<file path="config.mk">
export PLATFORM = sky130hd
export DESIGN_NAME = compacting_list_with_cursor_top
export DESIGN_NICKNAME = d
export VERILOG_FILES = /design/src/sv/clc_pkg.sv /design/src/sv/clc_ram.sv /design/src/sv/clc_ctrl.sv /design/src/sv/clc_dp.sv /design/src/sv/compacting_list_with_cursor_top.sv
export VERILOG_INCLUDE_DIRS = /design/src /design/src/sv
export SDC_FILE = /design/constraint.sdc
export NUM_CORES = 2
export LEC_CHECK = 0
export CAP_MARGIN = 20
export CELL_PAD_IN_SITES_DETAIL_PLACEMENT = 0
export CELL_PAD_IN_SITES_GLOBAL_PLACEMENT = 1
export CORE_MARGIN = 3
export CORE_UTILIZATION = 30
export CTS_BUF_LIST = sky130_fd_sc_hd__clkbuf_16
export CTS_CLUSTER_SIZE = 20
export DETAILED_ROUTE_END_ITERATION = 10
export DONT_BUFFER_PORTS = 1
export MAX_ROUTING_LAYER = met4
export PLACE_DENSITY = 0.55
export SYNTH_ARGS = -nofsm -noshare
export SYNTH_HDL_FRONTEND = slang
export SYNTH_HIERARCHICAL = 1
export SYNTH_SLANG_ARGS = --single-unit
</file>
<file path="constraint.sdc">
create_clock -name clk -period 13.7 [get_ports clk]
set_input_delay 1.37 -clock clk [delete_from_list [all_inputs] [get_ports clk]]
set_output_delay 1.37 -clock clk [all_outputs]
set_load 0.05 [all_outputs]
</file>
<file path="src/sv/compacting_list_with_cursor_top_assert.svh">
// Assertion macros for the checks in the top-level file of this block.
`ifndef COMPACTING_LIST_WITH_CURSOR_TOP_ASSERT_SVH
`define COMPACTING_LIST_WITH_CURSOR_TOP_ASSERT_SVH

// The antecedent holding at an edge implies the consequent at the same edge.
`define CLC_ASSERT_NOW(lbl, ante, cons, msg) \
  lbl: assert property (@(posedge clk) disable iff (rst) (ante) |-> (cons)) \
    else $error(msg);

// The antecedent holding at an edge implies the consequent at the following edge.
`define CLC_ASSERT_NEXT(lbl, ante, cons, msg) \
  lbl: assert property (@(posedge clk) disable iff (rst) (ante) |=> (cons)) \
    else $error(msg);

`endif

</file>
<file path="src/sv/clc_pkg.sv">
package clc_pkg;

  localparam int CAPACITY = 128;
  localparam int IDX_W    = $clog2(CAPACITY);
  localparam int CNT_W    = $clog2(CAPACITY + 1);
  localparam int DATA_W   = 32;
  localparam int MODE_W   = 2;
  localparam int STAT_W   = 2;
  localparam int ENTRY_W  = 8;

  typedef enum logic [MODE_W-1:0] {
    MODE_INSERT = 2'd0,
    MODE_FIRST  = 2'd1,
    MODE_NEXT   = 2'd2,
    MODE_REMOVE = 2'd3
  } mode_t;

  typedef enum logic [STAT_W-1:0] {
    ST_OK         = 2'd0,
    ST_FULL       = 2'd1,
    ST_EMPTY_READ = 2'd2,
    ST_NO_CURRENT = 2'd3
  } status_t;

  // Datapath operations issued by the controller, one per cycle.
  typedef enum logic [3:0] {
    OP_NOP,
    OP_INSERT,
    OP_FULL,
    OP_EMPTY,
    OP_NO_CURRENT,
    OP_FIRST,
    OP_NEXT,
    OP_RM_START,
    OP_RD_DONE,
    OP_RM_GET_MORE,
    OP_RM_GET_LAST,
    OP_SHIFT_MORE,
    OP_SHIFT_LAST
  } dp_op_t;

  typedef struct packed {
    dp_op_t op;
  } clc_cmd_t;

  typedef struct packed {
    logic full;
    logic empty;
    logic next_ok;
    logic rm_ok;
    logic get_more;
    logic shift_more;
  } clc_flags_t;

endpackage

</file>
<file path="src/sv/clc_ram.sv">
module clc_ram #(
  parameter int WIDTH = 32,
  parameter int DEPTH = 128
) (
  input  logic                     clk,
  input  logic                     we,
  input  logic [$clog2(DEPTH)-1:0] waddr,
  input  logic [WIDTH-1:0]         wdata,
  input  logic [$clog2(DEPTH)-1:0] raddr,
  output logic [WIDTH-1:0]         rdata
);

  logic [WIDTH-1:0] mem [DEPTH];

  always_ff @(posedge clk) begin
    if (we) begin
      mem[waddr] <= wdata;
    end
    rdata <= mem[raddr];
  end

endmodule

</file>
<file path="src/sv/clc_ctrl.sv">
module clc_ctrl import clc_pkg::*; (
  input  logic              clk,
  input  logic              rst,
  input  logic              start,
  input  logic [MODE_W-1:0] mode,
  input  clc_flags_t        flags,
  output clc_cmd_t          cmd,
  output logic              busy
);

  typedef enum logic [1:0] {
    S_IDLE,
    S_READ,
    S_RM_GET,
    S_SHIFT
  } state_t;

  state_t state;
  state_t state_next;

  always_comb begin
    state_next = state;
    cmd.op     = OP_NOP;
    unique case (state)
      S_IDLE: begin
        if (start) begin
          unique case (mode_t'(mode))
            MODE_INSERT: begin
              cmd.op = flags.full ? OP_FULL : OP_INSERT;
            end
            MODE_FIRST: begin
              if (flags.empty) begin
                cmd.op = OP_EMPTY;
              end else begin
                cmd.op     = OP_FIRST;
                state_next = S_READ;
              end
            end
            MODE_NEXT: begin
              if (flags.next_ok) begin
                cmd.op     = OP_NEXT;
                state_next = S_READ;
              end else begin
                cmd.op = OP_EMPTY;
              end
            end
            MODE_REMOVE: begin
              if (flags.rm_ok) begin
                cmd.op     = OP_RM_START;
                state_next = S_RM_GET;
              end else begin
                cmd.op = OP_NO_CURRENT;
              end
            end
            default: cmd.op = OP_NOP;
          endcase
        end
      end
      S_READ: begin
        cmd.op     = OP_RD_DONE;
        state_next = S_IDLE;
      end
      S_RM_GET: begin
        if (flags.get_more) begin
          cmd.op     = OP_RM_GET_MORE;
          state_next = S_SHIFT;
        end else begin
          cmd.op     = OP_RM_GET_LAST;
          state_next = S_IDLE;
        end
      end
      S_SHIFT: begin
        if (flags.shift_more) begin
          cmd.op = OP_SHIFT_MORE;
        end else begin
          cmd.op     = OP_SHIFT_LAST;
          state_next = S_IDLE;
        end
      end
      default: state_next = S_IDLE;
    endcase
  end

  always_ff @(posedge clk) begin
    if (rst) begin
      state <= S_IDLE;
    end else begin
      state <= state_next;
    end
  end

  assign busy = (state != S_IDLE);

endmodule

</file>
<file path="src/sv/clc_dp.sv">
module clc_dp import clc_pkg::*; (
  input  logic               clk,
  input  logic               rst,
  input  clc_cmd_t           cmd,
  input  logic [DATA_W-1:0]  data_in,
  output clc_flags_t         flags,
  output logic               done,
  output logic [STAT_W-1:0]  status,
  output logic [DATA_W-1:0]  data_out,
  output logic [ENTRY_W-1:0] entry_count
);

  // The cursor is held as cursor plus one, so zero means no current entry.
  logic [CNT_W-1:0]  count;
  logic [CNT_W-1:0]  count_next;
  logic [CNT_W-1:0]  cur_p1;
  logic [CNT_W-1:0]  cur_p1_next;
  logic [IDX_W-1:0]  sp;
  logic [IDX_W-1:0]  sp_next;
  logic [DATA_W-1:0] got;
  logic [DATA_W-1:0] got_next;

  logic              ram_we;
  logic [IDX_W-1:0]  ram_waddr;
  logic [DATA_W-1:0] ram_wdata;
  logic [IDX_W-1:0]  ram_raddr;
  logic [DATA_W-1:0] ram_rdata;

  logic              emit;
  status_t           emit_st;
  logic [DATA_W-1:0] emit_data;

  logic [CNT_W-1:0]  cur_m1;
  logic [CNT_W-1:0]  sp_p1;
  logic [CNT_W-1:0]  sp_p2;

  assign cur_m1 = cur_p1 - CNT_W'(1);
  assign sp_p1  = CNT_W'(sp) + CNT_W'(1);
  assign sp_p2  = CNT_W'(sp) + CNT_W'(2);

  assign flags.full       = (count >= CNT_W'(CAPACITY));
  assign flags.empty      = (count == '0);
  assign flags.next_ok    = (cur_p1 < count);
  assign flags.rm_ok      = (cur_p1 != '0) && (cur_p1 <= count);
  assign flags.get_more   = (sp_p1 < count);
  assign flags.shift_more = (sp_p2 < count);

  always_comb begin
    count_next  = count;
    cur_p1_next = cur_p1;
    sp_next     = sp;
    got_next    = got;
    ram_we      = 1'b0;
    ram_waddr   = sp;
    ram_wdata   = ram_rdata;
    ram_raddr   = '0;
    emit        = 1'b0;
    emit_st     = ST_OK;
    emit_data   = '0;
    unique case (cmd.op)
      OP_NOP: begin
      end
      OP_INSERT: begin
        ram_we     = 1'b1;
        ram_waddr  = count[IDX_W-1:0];
        ram_wdata  = data_in;
        count_next = count + CNT_W'(1);
        emit       = 1'b1;
      end
      OP_FULL: begin
        emit    = 1'b1;
        emit_st = ST_FULL;
      end
      OP_EMPTY: begin
        emit    = 1'b1;
        emit_st = ST_EMPTY_READ;
      end
      OP_NO_CURRENT: begin
        emit    = 1'b1;
        emit_st = ST_NO_CURRENT;
      end
      OP_FIRST: begin
        ram_raddr   = '0;
        cur_p1_next = CNT_W'(1);
      end
      OP_NEXT: begin
        ram_raddr   = cur_p1[IDX_W-1:0];
        cur_p1_next = cur_p1 + CNT_W'(1);
      end
      OP_RM_START: begin
        ram_raddr = cur_m1[IDX_W-1:0];
        sp_next   = cur_m1[IDX_W-1:0];
      end
      OP_RD_DONE: begin
        emit      = 1'b1;
        emit_data = ram_rdata;
      end
      OP_RM_GET_MORE: begin
        got_next  = ram_rdata;
        ram_raddr = sp_p1[IDX_W-1:0];
      end
      OP_RM_GET_LAST: begin
        count_next  = count - CNT_W'(1);
        cur_p1_next = cur_m1;
        emit        = 1'b1;
        emit_data   = ram_rdata;
      end
      OP_SHIFT_MORE: begin
        ram_we    = 1'b1;
        sp_next   = sp_p1[IDX_W-1:0];
        ram_raddr = sp_p2[IDX_W-1:0];
      end
      OP_SHIFT_LAST: begin
        ram_we      = 1'b1;
        count_next  = count - CNT_W'(1);
        cur_p1_next = cur_m1;
        emit        = 1'b1;
        emit_data   = got;
      end
      default: begin
      end
    endcase
  end

  clc_ram #(
    .WIDTH(DATA_W),
    .DEPTH(CAPACITY)
  ) u_ram (
    .clk   (clk),
    .we    (ram_we),
    .waddr (ram_waddr),
    .wdata (ram_wdata),
    .raddr (ram_raddr),
    .rdata (ram_rdata)
  );

  always_ff @(posedge clk) begin
    if (rst) begin
      count  <= '0;
      cur_p1 <= '0;
      done   <= 1'b0;
    end else begin
      count  <= count_next;
      cur_p1 <= cur_p1_next;
      done   <= emit;
    end
    sp  <= sp_next;
    got <= got_next;
    if (emit) begin
      status      <= emit_st;
      data_out    <= emit_data;
      entry_count <= ENTRY_W'(count_next);
    end
  end

endmodule

</file>
<file path="src/sv/compacting_list_with_cursor_top.sv">
// Channel   Beat marker            Payload
// -------   --------------------   ---------------------------------
// command   start && !busy         mode, data_in
// result    done (one cycle)       status, data_out, entry_count
//
// An insert, and any refused operation, finishes at once: its result shows
// on the cycle after the command beat, and busy stays low, so commands of
// that kind can follow back to back. First and next go through the
// registered read of the entry memory and the read state. A remove reads
// the cursor entry and then moves each entry after the cursor: one memory read per
// later entry, moved down one slot per cycle through the single write port.
// Reset is synchronous and empties the list with the cursor on no entry;
// the memory itself is not cleared, since entries at or above the count are
// never read. The receiver cannot stall, so each result is shown once.

`include "compacting_list_with_cursor_top_assert.svh"

module compacting_list_with_cursor_top import clc_pkg::*; (
  input  logic               clk,
  input  logic               rst,
  input  logic               start,
  output logic               busy,
  input  logic [MODE_W-1:0]  mode,
  input  logic [DATA_W-1:0]  data_in,
  output logic               done,
  output logic [STAT_W-1:0]  status,
  output logic [DATA_W-1:0]  data_out,
  output logic [ENTRY_W-1:0] entry_count
);

  clc_cmd_t   cmd;
  clc_flags_t flags;

  // The controller sequences each command; the datapath holds the list,
  // the cursor and the result registers.
  clc_ctrl u_ctrl (
    .clk   (clk),
    .rst   (rst),
    .start (start),
    .mode  (mode),
    .flags (flags),
    .cmd   (cmd),
    .busy  (busy)
  );

  clc_dp u_dp (
    .clk         (clk),
    .rst         (rst),
    .cmd         (cmd),
    .data_in     (data_in),
    .flags       (flags),
    .done        (done),
    .status      (status),
    .data_out    (data_out),
    .entry_count (entry_count)
  );

  // Every accepted command either finishes at once or keeps the block busy.
  `CLC_ASSERT_NEXT(a_accept_progress, start && !busy, done || busy, "command lost")
  // A result is never shown while a multi-cycle operation is still running.
  `CLC_ASSERT_NOW(a_no_done_busy, busy, !done, "result during busy")
  // A failed operation returns no data word.
  `CLC_ASSERT_NOW(a_fail_zero, done && (status != ST_OK), data_out == '0, "data on error")
  // A refused insert only happens on a full list.
  `CLC_ASSERT_NOW(a_full_count, done && (status == ST_FULL),
                  entry_count == ENTRY_W'(CAPACITY), "full with wrong count")

endmodule
</file>
==> flow_summary.toml <==
[run_status]
status = "finished clean"

[sta]
grt_setup_unrepaired = "no"
tightestPinTransition_ps = 1180
fmax_mhz = 107
setup_tns_ps = 0
slew_violations = 0
max_slew_margin_pct = 21.2
setup-violations-final = 0
fin_crit_sh_pct = 68.5
hold_viol_final = 0
min_period_ps = 9380
skew_ps = 53.4

[power]
p_sw_share_pct = 29.2
clkPwrFrac_pct = 31.8
switching_power_mw = 10.3
pwr-share-seq_pct = 49.6
max-vdd-ir-drop_uv = 189
leakagePower_nw = 54.4
p_int_mw = 25.1
power_frac_comb_pct = 18.6
p_per_area_nw_per_um2 = 190

[place]
numPortBuffers = 0
place_hpwl_microns = 247000
gp_congestion = 0.801

[critical_path]
cp-end-kind = "register"
rrSetupSlack_ps = 4320
crit_required_ps = 14570
cp.arrival_ps = 10250
crit_fanout = 116
cp-start-kind = "register"
path_class = "reg -> reg"

[grt]
grt_first_pass_wirelength_microns = 644000
grt_max_degree = 124
grt_util_all_layers_pct = 17.3
grt_overflow = 0
grt_pass1_vias = 76100
antenna_found_initial = 62

[die]
core-area_sq_um = 538000
initial_core_util_pct = 30.2
dieWidth_microns = 741
die_h_microns = 741
io_pins = 81
dieArea_sq_um = 549000
rows = 269

[layout]
mostFrequentLayoutCells = "4,177 x edfxtp_1, 1,344 x mux4_2, 425 x clkbuf_16"
num-nets-final = 6865
layout-drive-gt1-share_pct = 33.2
final_core_util_pct = 34.6
final_common_cell = "edfxtp_1"
area_delta_synth_final_pct = 14.9

[yosys]
ys_seq_area_share_pct = 78.0
synth_edf_count = 4177
syn_area_sq_um = 162000
synth.avg_cell_area_sq_um = 24.9
post_synth_num_cell_types = 72
synthesis.instances = 6496
async_reset_ff_share_pct = 0
ys_seq_elements = 4228
synthesis.nets = 6568
yosys_most_used_dff = "edfxtp_1"
synth_warnings = 6

[route]
met2_length_microns = 227000
viasPerCell = 5.20
drt_iter0_markers = 9638
firstDrtPassIters = 5
met3_length_microns = 32900
vias = 74800
drc_errors = 0
wl_microns = 468000
wl_per_cell_microns = 32.5
route.top_layer_used = "met4"
met1_length_microns = 197000
ant_nets = 0

[cts]
numCtsBuffers = 417
cts_hold_buf = 0
post_cts_resized = 0
cts.clk_slew.worst_paths_ps = 70
cts_setup_buffers = 0
cts.htree.levels = 5
clock-sinks = 4228
clk_path_buf_depth = 4
clk_latency_ps = 980
cts_tree = "done"
cts_root_buffer = "clkbuf_16"

[job]
maxCapViolations = 0

[min_path]
hold_class = "in -> reg"
state kept, by name, indices dropped and copies added (netlist names):
register          cells
u_dp/sp               7
u_dp/done             1
u_dp/cur_p1           8
u_dp/got             32
u_dp/u_ram/rdata     32
u_dp/count            8
u_dp/status           2
u_dp/data_out        32
u_ctrl/state          2
u_dp/u_ram/mem     4096
u_dp/entry_count      8
metrics by stage:
step / area [sq um] / worst slack, ps / hold WS [ps] / power (mW) / cells
detailed placement: 173000 / 4430 / 519 / 24.5 / 13600
CTS: 186000 / 4360 / 348 / 35.7 / 14300
global placement: 173000 / 4350 / 522 / 24.3 / 13600
floorplan: 162000 / 6710 / 427 / 21.1 / 6496
finish: 186000 / 4320 / 455 / 35.4 / 14400
global route: 186000 / 3950 / 391 / 36.6 / 14400
final timing paths:
path | from | endpoint | cells after the start
setup / recovery | u_dp/count[1] | u_dp/u_ram/rdata[10] | 19
setup reg to reg | u_dp/count[1] | u_dp/u_ram/rdata[10] | 19
hold reg to reg | u_dp/got[30] | u_dp/data_out[30] | 1
hold / removal | rst | u_dp/cur_p1[6] | 1
layout make-up:
type	instances	area (sq um)
Fill cell	49300	351000
Sequential cell	4228	126000
Multi-Input combinational cell	1908	35300
Clock buffer	425	10600
Tap cell	7181	8980
Clock inverter	338	2660
Timing Repair Buffer	223	1940
Antenna cell	60	150
Inverter	15	56.3
power by group through the flow:
stage	combinational [mW]	clock [mW]	sequential (mW)
after floorplan	3.45	0	17.6
after global placement	6.44	0	17.8
after detailed placement	6.68	0	17.8
after CTS	6.69	11.5	17.6
after global routing	7.00	12.0	17.6
final	6.59	11.2	17.6
cell families after synthesis:
logic type      after synthesis  share of synthesized area, %
flops                      4228                          78.0
mux                        1419                          19.2
buf+inv                     360                         0.926
simple gates                296                         0.859
compound gates              136                         0.597
fa+ha+maj                    35                         0.275
xor+xnor                     22                         0.119
synthesized netlist by cell type (26+ instances only):
cell type / n / area share [%]
mux4_2: 1344 / 19
ha_1: 34 / 0.26
edfxtp_1: 4177 / 77
nand3_1: 26 / 0.080
buf_1: 50 / 0.12
nand2_1: 43 / 0.10
a21oi_1: 31 / 0.096
buf_2: 90 / 0.28
a22o_1: 33 / 0.18
nor2_1: 150 / 0.35
dfxtp_1: 51 / 0.63
clkbuf_1: 198 / 0.46
mux2_2: 70 / 0.49
critical path, cell delays in order, from the launching register on:
cell       delay, ps
dfxtp_1          440
inv_1            130
ha_1             330
nor2b_1          150
o211ai_1         220
a21oi_1          120
a2111oi_0        960
a2bb2oi_1        370
a21boi_0         160
a2111o_1         430
o21ai_2          700
nand3_1          510
o21ai_0          390
a221o_4          590
buf_12           540
buf_4            900
mux4_2           410
mux4_2           650
mux4_2           660
mux2_2           320
per-layer routing:
metal / vias to the layer above / global-route usage [%]
met3: 528 / 2.49
li1: 29000 / -
met5: - / -
met1: 42300 / 23.6
met4: 0 / 4.06
met2: 2969 / 27.5
Power figures use the tool's default switching activity.
